### src/hdl/tefp_pkg.sv
// ----------------------------------------------------------------------------
// Touch event frame parser package
// Shared types, frame constants and sequencer state encodings.
// ----------------------------------------------------------------------------
package tefp_pkg;

   localparam int FRAME_LEN = 7;
   localparam int CNT_W = $clog2(FRAME_LEN + 1);
   localparam int EVENT_QUEUE_DEPTH_DEF = 8;

   localparam logic [7:0] FRAME_HEADER = 8'h65;
   localparam logic [7:0] TRAILER_BYTE = 8'hFF;

   localparam logic FUNC_RX_BYTE = 1'b0;
   localparam logic FUNC_POP     = 1'b1;

   typedef struct packed {
      logic       func;
      logic [7:0] rx_byte;
   } req_type;

   typedef struct packed {
      logic       event_valid;
      logic [7:0] page_id;
      logic [7:0] comp_id;
      logic [7:0] event_code;
   } rsp_type;

   typedef struct packed {
      logic [7:0] page_id;
      logic [7:0] comp_id;
      logic [7:0] event_code;
   } event_type;

   typedef struct packed {
      logic      valid;
      event_type evt;
   } scan_push_type;

   typedef enum logic {
      SCAN_IDLE,
      SCAN_RUN
   } scan_state_type;

   typedef enum logic [1:0] {
      Q_IDLE,
      Q_EMIT
   } queue_state_type;

endpackage

### src/hdl/touch_event_frame_parser.sv
// ----------------------------------------------------------------------------
// Touch event frame parser
// Parses 65 pp cc ee FF FF FF frames from received bytes into an event queue
// and returns the oldest queued event on a pop request.
// ----------------------------------------------------------------------------
//  channel   direction  handshake          payload
//  req_      in         req_valid/stall    req_type  (func, rx_byte)
//  rsp_      out        rsp_valid/stall    rsp_type  (event_valid, ids, code)
//
//  A received byte is appended to the window, then the scanner resolves it
//  one compare step per cycle, up to eight steps on a resync. A pop is a
//  registered read of the event memory, then a load of the output register
//  once it is free. req_stall is high while either part is working.
//  A stalled result holds in the output register; bytes are still taken
//  unless a pop waits on it. Reset is synchronous and needs no clearing pass.
// ----------------------------------------------------------------------------
module touch_event_frame_parser
   import tefp_pkg::*;
#(
   parameter int EVENT_QUEUE_DEPTH = EVENT_QUEUE_DEPTH_DEF
)
(
   input  logic    clock,
   input  logic    reset,
   input  logic    req_valid,
   output logic    req_stall,
   input  req_type req_payload,
   output logic    rsp_valid,
   input  logic    rsp_stall,
   output rsp_type rsp_payload
);

   logic          req_xfer;
   logic          scan_busy;
   logic          queue_busy;
   scan_push_type push;

   assign req_stall = scan_busy || queue_busy;
   assign req_xfer  = req_valid && !req_stall;

   tefp_scan u_scan (
      .clock   (clock),
      .reset   (reset),
      .start   (req_xfer && (req_payload.func == FUNC_RX_BYTE)),
      .rx_byte (req_payload.rx_byte),
      .busy    (scan_busy),
      .push    (push)
   );

   tefp_queue #(
      .EVENT_QUEUE_DEPTH (EVENT_QUEUE_DEPTH)
   ) u_queue (
      .clock       (clock),
      .reset       (reset),
      .push        (push),
      .pop_start   (req_xfer && (req_payload.func == FUNC_POP)),
      .busy        (queue_busy),
      .rsp_valid   (rsp_valid),
      .rsp_stall   (rsp_stall),
      .rsp_payload (rsp_payload)
   );

endmodule

### src/hdl/tefp_scan.sv
// ----------------------------------------------------------------------------
// Frame window scanner
// Holds up to seven received bytes and resolves them one compare step per
// cycle: drop a non-header byte, wait on a short frame, or check the trailer.
// ----------------------------------------------------------------------------
module tefp_scan
   import tefp_pkg::*;
(
   input  logic          clock,
   input  logic          reset,
   input  logic          start,
   input  logic [7:0]    rx_byte,
   output logic          busy,
   output scan_push_type push
);

   scan_state_type   state_ff, state_in;
   logic [CNT_W-1:0] count_ff, count_in;
   logic [7:0]       win_ff [FRAME_LEN];
   logic [7:0]       win_in [FRAME_LEN];

   logic is_hdr;
   logic is_full;
   logic trailer_ok;

   assign is_hdr     = (win_ff[0] == FRAME_HEADER);
   assign is_full    = (count_ff == CNT_W'(FRAME_LEN));
   assign trailer_ok = (win_ff[4] == TRAILER_BYTE) && (win_ff[5] == TRAILER_BYTE) &&
                       (win_ff[6] == TRAILER_BYTE);
   assign busy       = (state_ff != SCAN_IDLE);

   always_comb begin
      state_in = state_ff;
      unique case (state_ff)
         SCAN_IDLE: begin
            if (start) state_in = SCAN_RUN;
         end
         SCAN_RUN: begin
            if (count_ff == '0) begin
               state_in = SCAN_IDLE;
            end else if (is_hdr && (!is_full || trailer_ok)) begin
               state_in = SCAN_IDLE;
            end
         end
         default: state_in = SCAN_IDLE;
      endcase
   end

   always_comb begin
      count_in   = count_ff;
      win_in     = win_ff;
      push.valid = 1'b0;
      push.evt   = '{page_id: win_ff[1], comp_id: win_ff[2], event_code: win_ff[3]};
      unique case (state_ff)
         SCAN_IDLE: begin
            if (start) begin
               win_in[count_ff] = rx_byte;
               count_in         = count_ff + 1'b1;
            end
         end
         SCAN_RUN: begin
            if (count_ff != '0) begin
               if (!is_hdr || (is_full && !trailer_ok)) begin
                  for (int i = 0; i < FRAME_LEN - 1; i++) begin
                     win_in[i] = win_ff[i + 1];
                  end
                  count_in = count_ff - 1'b1;
               end else if (is_full) begin
                  push.valid = 1'b1;
                  count_in   = '0;
               end
            end
         end
         default: ;
      endcase
   end

   always_ff @(posedge clock) begin
      if (reset) begin
         state_ff <= SCAN_IDLE;
         count_ff <= '0;
      end else begin
         state_ff <= state_in;
         count_ff <= count_in;
      end
   end

   always_ff @(posedge clock) begin
      win_ff <= win_in;
   end

   // Between bytes the window is either empty or a partial frame behind a header.
   assert property (@(posedge clock) disable iff (reset)
      (state_ff == SCAN_IDLE) |-> (count_ff < CNT_W'(FRAME_LEN)))
      else $error("scan idle with a full window");

   assert property (@(posedge clock) disable iff (reset)
      (state_ff == SCAN_IDLE && count_ff != '0) |-> is_hdr)
      else $error("held window does not start with a header");

   assert property (@(posedge clock) disable iff (reset)
      push.valid |=> (count_ff == '0 && state_ff == SCAN_IDLE))
      else $error("window not cleared after an event push");

endmodule

### src/hdl/tefp_queue.sv
// ----------------------------------------------------------------------------
// Touch event queue
// Circular event memory with one slot kept free, a registered read port and
// the result output register.
// ----------------------------------------------------------------------------
module tefp_queue
   import tefp_pkg::*;
#(
   parameter int EVENT_QUEUE_DEPTH = EVENT_QUEUE_DEPTH_DEF
)
(
   input  logic          clock,
   input  logic          reset,
   input  scan_push_type push,
   input  logic          pop_start,
   output logic          busy,
   output logic          rsp_valid,
   input  logic          rsp_stall,
   output rsp_type       rsp_payload
);

   localparam int PTR_W = $clog2(EVENT_QUEUE_DEPTH);

   queue_state_type  state_ff, state_in;
   logic [PTR_W-1:0] head_ff, head_in;
   logic [PTR_W-1:0] tail_ff, tail_in;
   logic             hit_ff, hit_in;
   logic             rsp_valid_ff, rsp_valid_in;
   rsp_type          rsp_ff, rsp_in;
   event_type        mem [EVENT_QUEUE_DEPTH];
   event_type        rd_data_ff;

   logic empty;
   logic full;
   logic wr_en;
   logic rd_en;
   logic load;

   function automatic logic [PTR_W-1:0] ptr_next(input logic [PTR_W-1:0] p);
      if (p == PTR_W'(EVENT_QUEUE_DEPTH - 1)) return '0;
      return p + 1'b1;
   endfunction

   assign empty = (head_ff == tail_ff);
   assign full  = (ptr_next(head_ff) == tail_ff);
   assign wr_en = push.valid && !full;
   assign busy  = (state_ff != Q_IDLE);

   always_comb begin
      state_in = state_ff;
      unique case (state_ff)
         Q_IDLE: if (pop_start) state_in = Q_EMIT;
         Q_EMIT: if (!rsp_valid_ff || !rsp_stall) state_in = Q_IDLE;
         default: state_in = Q_IDLE;
      endcase
   end

   always_comb begin
      head_in = wr_en ? ptr_next(head_ff) : head_ff;
      tail_in = tail_ff;
      hit_in  = hit_ff;
      rd_en   = 1'b0;
      load    = 1'b0;
      unique case (state_ff)
         Q_IDLE: begin
            if (pop_start) begin
               hit_in = !empty;
               rd_en  = !empty;
               if (!empty) tail_in = ptr_next(tail_ff);
            end
         end
         Q_EMIT: load = !rsp_valid_ff || !rsp_stall;
         default: ;
      endcase
   end

   // An empty pop reports all-zero fields.
   always_comb begin
      rsp_in.event_valid = hit_ff;
      rsp_in.page_id     = hit_ff ? rd_data_ff.page_id : 8'h00;
      rsp_in.comp_id     = hit_ff ? rd_data_ff.comp_id : 8'h00;
      rsp_in.event_code  = hit_ff ? rd_data_ff.event_code : 8'h00;
      rsp_valid_in       = load || (rsp_valid_ff && rsp_stall);
   end

   always_ff @(posedge clock) begin
      if (reset) begin
         state_ff     <= Q_IDLE;
         head_ff      <= '0;
         tail_ff      <= '0;
         hit_ff       <= 1'b0;
         rsp_valid_ff <= 1'b0;
      end else begin
         state_ff     <= state_in;
         head_ff      <= head_in;
         tail_ff      <= tail_in;
         hit_ff       <= hit_in;
         rsp_valid_ff <= rsp_valid_in;
      end
   end

   always_ff @(posedge clock) begin
      if (wr_en) mem[head_ff] <= push.evt;
      if (rd_en) rd_data_ff <= mem[tail_ff];
      if (load) rsp_ff <= rsp_in;
   end

   assign rsp_valid   = rsp_valid_ff;
   assign rsp_payload = rsp_ff;

   assert property (@(posedge clock) disable iff (reset)
      !(push.valid && state_ff != Q_IDLE))
      else $error("event push while a pop is in progress");

   assert property (@(posedge clock) disable iff (reset)
      (head_ff <= PTR_W'(EVENT_QUEUE_DEPTH - 1)) && (tail_ff <= PTR_W'(EVENT_QUEUE_DEPTH - 1)))
      else $error("queue pointer beyond depth");

   assert property (@(posedge clock) disable iff (reset)
      $rose(rsp_valid_ff) |-> $past(state_ff == Q_EMIT))
      else $error("result appeared without a pop");

endmodule
### config.mk
export PLATFORM = sky130hd
export DESIGN_NAME = touch_event_frame_parser
export DESIGN_NICKNAME = d
export VERILOG_FILES = /design/src/hdl/tefp_pkg.sv /design/src/hdl/touch_event_frame_parser.sv /design/src/hdl/tefp_scan.sv /design/src/hdl/tefp_queue.sv
export SDC_FILE = /design/constraint.sdc
export NUM_CORES = 1
export LEC_CHECK = 0
export BUFFER_PORTS_ARGS = -buffer_cell sky130_fd_sc_hd__buf_2
export CAP_MARGIN = 40
export CORE_MARGIN = 10
export CORE_UTILIZATION = 45
export CTS_CLUSTER_SIZE = 16
export DETAILED_ROUTE_END_ITERATION = 10
export PLACE_DENSITY = 0.68
export SETUP_SLACK_MARGIN = 0.5
export SYNTH_ARGS = -nofsm -noshare
export SYNTH_HDL_FRONTEND = slang
export SYNTH_SLANG_ARGS = --single-unit
### constraint.sdc
create_clock -name clock -period 6.25 [get_ports clock]
set_input_delay 0.9375 -clock clock [delete_from_list [all_inputs] [get_ports clock]]
set_output_delay 0.9375 -clock clock [all_outputs]
set_load 0.1 [all_outputs]
==> impl_metrics.py <==
metrics = {
    "timing": {
        "slew_headroom_pct": 43.4,
        "drv_slew": 0,
        "final-setup-viol-count": 0,
        "fin_crit_sh_pct": 45.6,
        "layout_min_cycle_time_ns": 2.85,
        "worst_slack_ns": 3.40,
        "worst_slew_pin_slew_ns": 0.849,
        "hold_viol": 0,
        "tns_ns": 0,
        "finClkSkew_ns": 0.0195,
        "timing.fmax_mhz": 351,
        "grt_setup_unrepaired": "false",
    },
    "drt": {
        "wl_per_cell_um": 21.7,
        "antenna_left": 0,
        "drtPass1Iterations": 5,
        "drt_iter0_drc": 589,
        "vias_per_cell": 5.58,
        "vias": 6015,
        "drc": 0,
        "wirelength_mm": 23.3,
    },
    "die": {
        "initial_utilization_pct": 45.4,
        "die_y_um": 184,
        "coreArea_um2": 26700,
        "die_w_um": 184,
        "dieArea_um2": 33900,
        "ioPinCount": 40,
        "row_count": 60,
    },
    "clocking": {
        "cts.sinks": 310,
        "cts_tree": "yes",
        "cts_setup_buffers": 0,
        "cts_inserted_buffers": 34,
        "clk_latency_ns": 0.52,
        "cts_resized": 0,
        "h-tree-depth": 2,
        "clock_path_buffers": 3,
        "cts_hold_buffers": 0,
        "cts_root_buf": "clkbuf_16",
        "clk_pin_slew_worst_paths_ns": 0.06,
    },
    "placed_design": {
        "dp_slack_ns": 3.37,
        "port_buffers": 39,
        "place_area_um2": 12800,
        "hpwl_mm": 14.5,
        "place_congestion": 0.855,
    },
    "synthesis": {
        "synth_cell_types": 51,
        "syn_inst": 653,
        "synth_area_per_cell_um2": 18.6,
        "async_flop_share_pct": 0,
        "synth_edf_count": 297,
        "syn-num-nets": 674,
        "synthFlopType": "edfxtp_1",
        "seq_area_frac_synth_pct": 75.7,
        "synth-seq-cells": 310,
        "synth_area_um2": 12100,
        "yosys_warnings": 0,
    },
    "worst_setup_path": {
        "rrSetupSlack_ns": 3.40,
        "reg2reg_to": "u_scan.win_ff[19]$_DFFE_PP_",
        "worstRegToRegCells": 5,
        "endpoint_kind": "register",
        "reg2reg_from": "u_scan.busy$_SDFF_PP0_",
        "crit_fanout": 51,
        "critical_path_arrival_ns": 2.98,
        "cp-start-kind": "register",
        "crit_type": "register to register",
        "worstPathRequired_ns": 6.38,
    },
    "finish": {
        "n_antenna_cell": 0,
        "postLayoutCellArea_um2": 14000,
        "drive_above_1_share_pct": 26.2,
        "fill_cells": 2055,
        "utilization_pct": 52.3,
        "syn2layout_area_growth_pct": 15.2,
        "nNetsFinal": 733,
        "regArea_um2": 9180,
        "multiInputGateArea_um2": 2830,
    },
    "pwr": {
        "leakage_uw": 0.00439,
        "p_per_area_nw_per_um2": 316,
        "irDropWorstVdd_mv": 0.212,
    },
    "global_route": {
        "gr-total-overflow": 0,
        "grt_max_degree": 52,
        "antenna_found_initial": 0,
        "grt_usage_pct": 14.0,
        "grt_pass1_vias": 6344,
        "grt_pass1_wl_mm": 36.3,
    },
    "worst_hold_path": {
        "min_to": "u_queue.rsp_payload[3]$_SDFFCE_PN0P_",
        "min_path_type": "register to register",
        "worstHoldPathCells": 1,
        "min-delay-start": "u_queue.rd_data_ff[3]$_DFFE_PP_",
    },
    "job": {
        "max_cap_violations": 0,
    },
    "outcome": {
        "status": "completed",
    },
}
metal layers:
| layer | up-vias | global-route usage [%] | wire, um |
|---|---|---|---|
| li1 | 2718 | - | - |
| met1 | 3076 | 17.7 | 9950 |
| met2 | 170 | 23.4 | 11700 |
| met3 | 51 | 2.74 | 1070 |
| met4 | 0 | 5.11 | 569 |
| met5 | - | 0 | 0 |
layout make-up:
| class | instances | area share, % |
|---|---|---|
| clock buffers | 44 | 6.51 |
| inverters | 7 | 0.188 |
| repair buffers | 55 | 2.67 |
| flip-flops and latches | 310 | 65.7 |
| clock inverters | 16 | 1.60 |
| well taps | 341 | 3.05 |
| multi-input cells | 304 | 20.2 |
worst max path at each step:
stage                                 endpoint                            start
6_report           u_scan.win_ff[19]$_DFFE_PP_           u_scan.busy$_SDFF_PP0_
5_1_grt            u_scan.win_ff[11]$_DFFE_PP_           u_scan.busy$_SDFF_PP0_
4_1_cts            u_scan.win_ff[21]$_DFFE_PP_           u_scan.busy$_SDFF_PP0_
3_5_place_dp          u_scan.push[6]$_DFFE_PP_                   req_payload[8]
3_3_place_gp   u_queue.tail_ff[2]$_SDFFE_PP0P_                   req_payload[8]
2_1_floorplan      u_queue.mem[3][0]$_DFFE_PP_  u_queue.head_ff[0]$_SDFFE_PP0P_
cell families after synthesis:
group	synth area share (%)
AO/OA/AOI/OAI	3.68
XOR/XNOR	0.506
adder cells (fa/ha/maj)	0.826
buffers and inverters	1.51
flip-flops	75.7
multiplexers	11.6
AND/OR/NAND/NOR	6.20
report_power, final:
part / internal [uW] / switching, uW
combinational: 23.4 / 86.3
clock: 1240 / 770
sequential: 2280 / 16.1
cell usage in the layout (no fill, tap or decap), drive strengths merged, types with 2 or more instances in the layout:
| master | count |
|---|---|
| nor4 | 4 |
| dfxtp | 13 |
| clkbuf | 44 |
| a21oi | 5 |
| edfxtp | 297 |
| bufinv | 5 |
| nor4b | 2 |
| nor2 | 9 |
| a21boi | 2 |
| nor2b | 2 |
| mux2 | 25 |
| nor3 | 7 |
| and4bb | 2 |
| and4 | 4 |
| inv | 7 |
| mux2i | 4 |
| clkinv | 10 |
| ha | 8 |
| buf | 55 |
| a31oi | 2 |
| xnor2 | 6 |
| nand3 | 3 |
| nand2b | 3 |
| a22oi | 5 |
| mux4 | 48 |
| nand2 | 65 |
| and2 | 24 |
| nand4 | 8 |
| or3 | 2 |
| o21ai | 49 |
Yosys cell counts, types with 3 or more instances:
cell type | count | area [um2]
edfxtp_1 | 297 | 8920
nand2_1 | 65 | 244
o21ai_0 | 49 | 245
mux4_2 | 48 | 1080
mux2_2 | 25 | 282
and2_1 | 24 | 150
clkbuf_1 | 14 | 52.6
dfxtp_1 | 13 | 260
buf_2 | 12 | 60.1
nor2_1 | 9 | 33.8
ha_1 | 8 | 100
nand4_1 | 8 | 50.1
inv_1 | 7 | 26.3
nor3_1 | 6 | 30.0
xnor2_1 | 6 | 52.6
a21oi_1 | 5 | 25.0
a22oi_1 | 5 | 37.5
and4_1 | 4 | 35.0
mux2i_1 | 4 | 40.0
nand2b_1 | 3 | 18.8
nand3_1 | 3 | 15.0
nor4_1 | 3 | 18.8
registers in the layout, indices dropped and copies added (netlist names), 3 cells and up:
name	cells
u_queue.mem	192
u_scan.win_ff	32
u_queue.rsp_payload	25
u_queue.rd_data_ff	24
u_scan.push	24
u_queue.head_ff	3
u_queue.tail_ff	3
u_scan.count_ff	3
critical path, cell delays in order (launching register included):
cell     delay, ns
dfxtp_1       0.36
buf_4         0.43
inv_1         0.28
a311o_1       0.37
a21o_1        0.30
a22oi_1       0.74
metrics by stage:
stage | total power (uW) | hold WS [ns] | cells
2_1_floorplan | 2410 | 0.486 | 653
6_report | 4410 | 0.512 | 1077
5_1_grt | 4540 | 0.528 | 1077
4_1_cts | 4450 | 0.519 | 1076
3_3_place_gp | 2440 | 0.506 | 1012
3_5_place_dp | 2440 | 0.511 | 1016
Note: power is estimated with default switching activity, not from simulation.
